===== src/rtl/assert_macros.svh =====
// Assertion macros shared by the RTL.
`ifndef ASSERT_MACROS_SVH
`define ASSERT_MACROS_SVH
`ifndef SYNTH
`define ASSERT_IMP(label, clk, rst_n, a, b) \
	label: assert property (@(posedge clk) disable iff (!rst_n) (a) |-> (b)) \
		else $error("assertion failed");
`define ASSERT_NXT(label, clk, rst_n, a, b) \
	label: assert property (@(posedge clk) disable iff (!rst_n) (a) |=> (b)) \
		else $error("assertion failed");
`else
`define ASSERT_IMP(label, clk, rst_n, a, b)
`define ASSERT_NXT(label, clk, rst_n, a, b)
`endif
`endif


===== src/rtl/pcte_pkg.sv =====
package pcte_pkg;
	localparam int MAX_KNOTS_DEF     = 256;
	localparam int FRACTION_BITS_DEF = 16;
	localparam int DATA_W            = 32;
	localparam int CFG_W             = 9;

	// Register indexes of the configuration port.
	localparam logic REG_ORDER = 1'b0;
	localparam logic REG_COUNT = 1'b1;

	// floor(y/6) = floor(((y + DIV_BIAS) >> 1) * DIV_RECIP >> 33) - DIV_BIAS/6
	localparam logic [33:0] DIV_BIAS   = 34'd2147483652;
	localparam logic [31:0] DIV_BIAS_Q = 32'd357913942;
	localparam logic [31:0] DIV_RECIP  = 32'hAAAAAAAB;

	typedef logic [2:0][DATA_W-1:0] coef_set_t;

	typedef struct packed {
		logic       start;
		logic [1:0] steps;
	} hr_ctl_t;

	typedef struct packed {
		logic done;
	} hr_stat_t;

	function automatic logic signed [DATA_W-1:0] sat32(input logic signed [63:0] v);
		logic signed [63:0] hi;
		logic signed [63:0] lo;
		hi = 64'sd2147483647;
		lo = -64'sd2147483648;
		if (v > hi) return 32'sh7FFFFFFF;
		if (v < lo) return 32'sh80000000;
		return v[DATA_W-1:0];
	endfunction
endpackage


===== src/rtl/pcte_horner.sv =====
module pcte_horner #(
	parameter int FRACTION_BITS = pcte_pkg::FRACTION_BITS_DEF
) (
	input  logic                                clk,
	input  logic                                arst_n,
	input  pcte_pkg::hr_ctl_t                   ctl,
	input  logic signed [pcte_pkg::DATA_W-1:0]  d,
	input  logic signed [pcte_pkg::DATA_W-1:0]  acc_init,
	input  pcte_pkg::coef_set_t                 coef,
	output pcte_pkg::hr_stat_t                  stat,
	output logic signed [pcte_pkg::DATA_W-1:0]  result
);
	import pcte_pkg::*;

	typedef enum logic [1:0] {H_IDLE, H_MUL, H_ADD, H_DONE} hstate_t;

	localparam logic signed [63:0] HALF = 64'sd1 <<< (FRACTION_BITS - 1);

	hstate_t            state_q;
	logic signed [31:0] d_q;
	logic signed [31:0] acc_q;
	coef_set_t          coef_q;
	logic [1:0]         step_q;
	logic [1:0]         steps_q;
	logic signed [63:0] prod_s1;
	logic signed [63:0] rnd;
	logic signed [63:0] sum;

	// Product rounded half up to the fraction, then the coefficient added.
	always_comb begin
		rnd = (prod_s1 + HALF) >>> FRACTION_BITS;
		sum = 64'(signed'(coef_q[step_q])) + rnd;
	end

	always_ff @(posedge clk or negedge arst_n) begin
		if (!arst_n) begin
			state_q <= H_IDLE;
			step_q  <= '0;
			steps_q <= '0;
		end else begin
			unique case (state_q)
				H_IDLE: begin
					if (ctl.start) begin
						d_q     <= d;
						acc_q   <= acc_init;
						coef_q  <= coef;
						step_q  <= '0;
						steps_q <= ctl.steps;
						state_q <= (ctl.steps == 2'd0) ? H_DONE : H_MUL;
					end
				end
				H_MUL: begin
					prod_s1 <= d_q * acc_q;
					state_q <= H_ADD;
				end
				H_ADD: begin
					acc_q   <= sat32(sum);
					step_q  <= step_q + 2'd1;
					state_q <= (step_q + 2'd1 == steps_q) ? H_DONE : H_MUL;
				end
				H_DONE: begin
					state_q <= H_IDLE;
				end
				default: state_q <= H_IDLE;
			endcase
		end
	end

	assign stat.done = (state_q == H_DONE);
	assign result    = acc_q;
endmodule


===== config.mk =====
export PLATFORM = sky130hd
export DESIGN_NAME = pcte_horner
export DESIGN_NICKNAME = d
export VERILOG_FILES = /design/src/rtl/assert_macros.svh /design/src/rtl/pcte_pkg.sv /design/src/rtl/pcte_horner.sv
export SDC_FILE = /design/constraint.sdc
export NUM_CORES = 2
export LEC_CHECK = 0
export BUFFER_PORTS_ARGS = -buffer_cell sky130_fd_sc_hd__buf_2
export CAP_MARGIN = 20
export CORE_MARGIN = 2
export CORE_UTILIZATION = 35
export CTS_BUF_LIST = sky130_fd_sc_hd__clkbuf_2 sky130_fd_sc_hd__clkbuf_4 sky130_fd_sc_hd__clkbuf_8
export DETAILED_ROUTE_END_ITERATION = 6
export GPL_ROUTABILITY_DRIVEN = 0
export GPL_TIMING_DRIVEN = 0
export HOLD_SLACK_MARGIN = 0.02
export SETUP_SLACK_MARGIN = 0.1
export SLEW_MARGIN = 20
export SYNTH_ARGS = -nofsm -noshare
export SYNTH_HDL_FRONTEND = slang
export SYNTH_SLANG_ARGS = --single-unit

===== constraint.sdc =====
create_clock -name clk -period 23.6 [get_ports clk]
set_input_delay 3.54 -clock clk [delete_from_list [all_inputs] [get_ports clk]]
set_output_delay 3.54 -clock clk [all_outputs]
set_load 0.05 [all_outputs]

# --- Word level (Yosys, flattened, before mapping) ---
# Index checks and enable logic that the tools add are counted.
word_totals:
  in_bits: 165
  regBits: 230
  output_inout_bits: 33
op_classes:
  n_eq_ne: 5
  n_lt_le_gt_ge: 3
  n_reduce_logical: 8
  muxes: 19
  addsub: 3
  multipliers: 1
ops:
  columns: ["operator", "count"]
  rows:
  - ["32-bit two-way mux", 6]
  - ["64-bit by 17-bit adder with 64-bit output, second input constant", 1]
  - ["32-bit binary-select mux with 2-bit select", 1]
  - ["32-bit by 32-bit multiplier with 64-bit output", 1]
  - ["32-bit case mux with 2 select lines", 1]
  - ["32-bit by 48-bit adder with 49-bit output", 1]
  - ["49-bit by 32-bit greater-than comparator with 1-bit output, second input constant", 1]
  - ["49-bit by 32-bit < comparator with 1-bit output, second input constant", 1]
  - ["2-bit two-way mux", 4]
  - ["2-bit case mux with 4 select lines", 1]
  - ["2-bit AND reduction", 3]
  - ["3-bit AND reduction", 2]
  - ["1-bit two-way mux", 5]
  - ["2-bit equality test, second input constant", 2]
  - ["2-bit logical NOT", 2]
  - ["2-bit case mux with 2 select lines", 1]
  - ["2-bit by 3-bit < comparator with 1-bit output, second input constant", 1]
  - ["2-bit by 1-bit adder with 2-bit output, second input constant", 1]
  - ["2-bit by 1-bit equality test with 1-bit output, second input constant", 1]
  - ["2-bit equality test", 1]
  - ["2-bit != test, second input constant", 1]
  - ["2-bit nonzero test", 1]

# --- Longest topological paths before layout ---
logic_depth:
  depth_word: 11
  ltp_mapped: 29
  mapped_depth_nobuf: 28

# --- Worst setup path after synthesis ---
# No wires, ideal clock.
synth_timing:
  path_kind: "in2reg"
  from: "in ctl[2] (netlist name)"
  to: "reg coef_q[0] (netlist name), enable pin"
  setup_ns: 0.935
  slack_ns: 7.041
  cell_stages: 1
  required_ns: 22.665
  arrival_ns: 15.624
  cell_sequence: "nor4bb_1"
synth_via:
  elab_chain_len: 1
synth_rtl:
  columns: ["element", "line", "rtl"]
  rows:
  - ["from (decl)", "pcte_horner.sv:6", "input pcte_pkg::hr_ctl_t ctl,"]
  - ["3-bit AND reduction (no source line)", null, null]
  - ["to (signal assigned)", "pcte_horner.sv:46", "coef_q <= coef;"]
  - ["to (decl)", "pcte_horner.sv:22", "coef_set_t coef_q;"]
# No other way between the ends.
# A chain may end at the register's enable or synchronous reset.

# --- Final worst setup path ---
layout_timing:
  from: "reg acc_q[2] (netlist: result[2])"
  to: "reg prod_s1[56], data pin"
layout_via:
  elab_chain_len: 1
layout_rtl:
  columns: ["element", "line", "rtl"]
  rows:
  - ["from (decl)", "pcte_horner.sv:21", "logic signed [31:0] acc_q;"]
  - ["from (signal assigned)", "pcte_horner.sv:45", "acc_q <= acc_init;"]
  - ["from (signal assigned)", "pcte_horner.sv:57", "acc_q <= sat32(sum);"]
  - ["32-bit by 32-bit multiplier with 64-bit output", "pcte_horner.sv:53", "prod_s1 <= d_q * acc_q;"]
  - ["to (signal assigned)", "pcte_horner.sv:53", null]
  - ["to (decl)", "pcte_horner.sv:25", "logic signed [63:0] prod_s1;"]
# No other way between the ends.

==> results.toml <==
[die]
floorplan.rows = 134
io_pins = 198
die_x_microns = 371
die_h_microns = 371
die_area_sq_mm = 0.137
core_sq_mm = 0.133
start_util_pct = 35.3

[synth]
yosysWarnings = 0
syn_area_per_cell_sq_um = 9.88
synth-edff-count = 209
ys_types = 78
ys.flop_type = "edfxtp_1"
netlist_area_sq_mm = 0.0471
ys_ff_latch = 215
synth_nets = 6241
syn_inst = 4765
ys_seq_area_share_pct = 13.7
ys_async_sr_fraction_pct = 2.79

[setup_path]
cp_slowest_cell = "fa_1"
worstPathArrival_ns = 10.47
end_kind = "flip-flop"
cp-start-kind = "flip-flop"
slowest_delay_ns = 0.96
critPathMaxFanout = 11
crit_family = "adder cells"
cp_num_buf_inv = 6
path_cells = "clkbuf_1, nand2_1, inv_1, fa_1, fa_1, fa_2, fa_1, inv_1, fa_1, inv_1, fa_1, inv_1, fa_1, inv_1, fa_1, ha_1, nand2_1, nor3_1, a22o_1, a31oi_1, a21oi_1, a21o_1, a211oi_1, nor2_1"
crit_type = "flip-flop to flip-flop"
worstPathRequired_ns = 24.01
cpMostUsedCell = "fa_1"

[sta]
rsz0062_at_grt = "false"
setup_viol = 0
finalHoldViolCount = 0
slew_violations = 0
tightest_slew_ns = 1.18
min_period_ns = 10.05
timing.fmax_ghz = 0.0995
timing.setup.tns_ns = 0
relSlewSlack_pct = 21.2
fin_crit_sh_pct = 42.6
fin_skew_ns = 0.110

[global_routing]
grt_max_degree = 30
grt_pass1_vias = 37168
track_usage_pct = 23.6
grt_remaining_overflow = 0
antenna_found_initial = 17
grt_pass1_wl_mm = 238

[clock_network]
htreeDepth = 2
clock-root-buffer = "clkbuf_8"
cts_setup_buffers = 0
hold_buffers = 0
clk_pin_slew_ns = 0.06
cts_tree = "built"
clock_latency_ns = 0.75
ctsResizeCount = 0
clock_path_buffers = 3
numCtsBuffers = 43
clock-sinks = 215

[route]
wl_mm = 158
firstDrtPassIters = 6
drc = 0
post_drt_wl_per_cell_microns = 23.1
drtAntennaViolNets = 0
vias = 34851
first_iter_violations = 3013
vias_per_cell = 5.10

[layout]
nNetsFinal = 6500
fin_area_sq_mm = 0.0514
fillers = 13479
drive_gt1_share_pct = 7.06
synthToLayoutAreaGrowth_pct = 9.25

[placed_design]
dp_hpwl_mm = 135
portBuffers = 197
dpl-instance-area_sq_mm = 0.0505

[run]
maxCapViolations = 0

[outcome]
outcome = "finished clean"

[min_path]
min-delay-path-class = "flip-flop to flip-flop"
[cell usage in the layout (no fill, tap or decap), types with 12 or more instances in the layout]
| cell type | instances |
|---|---|
| edfxtp_1 | 209 |
| ha_1 | 229 |
| nor3_1 | 21 |
| o21bai_1 | 14 |
| xnor2_1 | 100 |
| clkbuf_8 | 43 |
| a21o_1 | 39 |
| o211ai_1 | 12 |
| inv_1 | 994 |
| a211oi_1 | 19 |
| nand3_1 | 34 |
| nand4_1 | 35 |
| fa_1 | 1081 |
| o21ai_0 | 108 |
| nand2b_1 | 17 |
| clkbuf_1 | 221 |
| and2_1 | 515 |
| and3_1 | 14 |
| nand2_1 | 595 |
| a21oi_1 | 105 |
| nor2_1 | 136 |
| xor2_1 | 50 |
| o22ai_2 | 30 |
| mux2i_1 | 34 |
| buf_2 | 206 |
[synth_stat cells (3+ instances only)]
| library cell | count | area (sq um) |
|---|---|---|
| nand3_1 | 34 | 170 |
| o221ai_1 | 3 | 26.3 |
| buf_1 | 5 | 18.8 |
| mux2i_1 | 34 | 340 |
| fa_1 | 1082 | 21700 |
| xor2_1 | 50 | 438 |
| a2111oi_0 | 4 | 35.0 |
| a221oi_1 | 3 | 26.3 |
| buf_6 | 3 | 33.8 |
| or4_1 | 3 | 22.5 |
| and4_1 | 7 | 61.3 |
| nand4_1 | 35 | 219 |
| o22ai_2 | 30 | 375 |
| buf_2 | 9 | 45.0 |
| and3_1 | 14 | 87.6 |
| o21a_1 | 6 | 45.0 |
| nor4_1 | 9 | 56.3 |
| nor2b_1 | 11 | 68.8 |
| ha_1 | 229 | 2870 |
| a21boi_0 | 4 | 30.0 |
| nor3_1 | 21 | 105 |
| o31ai_1 | 3 | 22.5 |
| a31oi_1 | 11 | 68.8 |
| nor3b_1 | 3 | 22.5 |
| inv_1 | 994 | 3730 |
| a21oi_1 | 105 | 526 |
| mux2_2 | 3 | 33.8 |
| or2_2 | 5 | 31.3 |
| a211oi_1 | 19 | 143 |
| o21bai_1 | 14 | 105 |
| a21o_1 | 39 | 293 |
| and2_1 | 516 | 3230 |
| o211ai_1 | 12 | 90.1 |
| nand2_1 | 595 | 2230 |
| clkbuf_1 | 221 | 830 |
| edfxtp_1 | 209 | 6280 |
| nor2_1 | 136 | 510 |
| dfrtp_1 | 6 | 150 |
| nand2b_1 | 17 | 106 |
| o21ai_0 | 109 | 546 |
| or3_1 | 4 | 25.0 |
| xnor2_1 | 100 | 876 |
| buf_4 | 4 | 30.0 |
[metrics by stage]
step	util [%]	instances	worst slack [ns]	hold slack, ns
final	38.5	6832	13.55	0.536
after global routing	38.5	6826	13.26	0.563
after CTS	38.5	6822	13.71	0.542
after detailed placement	37.8	6747	13.79	0.529
after global placement	37.7	6730	-0.922	0.523
after floorplan	-	4765	7.04	0.501
[state kept, by name (all words and copies together) (netlist names)]
signal   flops
coef_q      96
d_q         32
prod_s1     49
result      32
state_q      2
step_q       2
steps_q      2
[cell type report]
type | count | area [sq um] | area share, %
diodes | 10 | 25.0 | 0.0487
plain buffers | 242 | 957 | 1.86
clock buffers | 50 | 644 | 1.25
clock inverters | 25 | 258 | 0.501
inverters | 995 | 3730 | 7.26
multi-input cells | 3313 | 36000 | 70.0
flip-flops and latches | 215 | 6430 | 12.5
well taps | 1768 | 2210 | 4.30
repair buffers | 214 | 1180 | 2.29
[kinds of logic (layout without fill, tap and decap cells)]
family                     after synthesis  count (layout)  share of synthesized area [%]
DFF                                    215             215                           13.7
xor gates and xnor gates               150             150                           2.79
muxes                                   37              37                          0.795
other                                    0              10                              0
and+or+nand+nor                       1420            1420                           15.0
buffers and inverters                 1237            1526                           9.97
adders and majority gates             1311            1311                           52.1
AOI/OAI and AO/OA                      395             395                           5.70
[routing by layer]
metal | wire length, microns | global-route usage [%] | part of all wire, %
met3 | 16400 | 5.77 | 10
met5 | 74 | 0 | 0.047
met1 | 62600 | 31.3 | 40
met4 | 6550 | 8.46 | 4.2
met2 | 71900 | 37.6 | 46
[path summary, 6_finish.rpt]
check                      startpoint  slack (ns)          end  cells past startpoint
max                         result[2]       13.55  prod_s1[56]                     24
min                        steps_q[1]        0.54   steps_q[1]                      1
max reg2reg                 result[2]       13.55  prod_s1[56]                     24
min reg2reg                steps_q[1]        0.54   steps_q[1]                      1
max in group asynchronous      arst_n       20.69   state_q[0]                      1
min in group asynchronous      arst_n        2.65    step_q[1]                      1
Power is left out: the tool's default activity adds up to more than one toggle a clock period on the data nets, which glitch-free logic cannot reach.
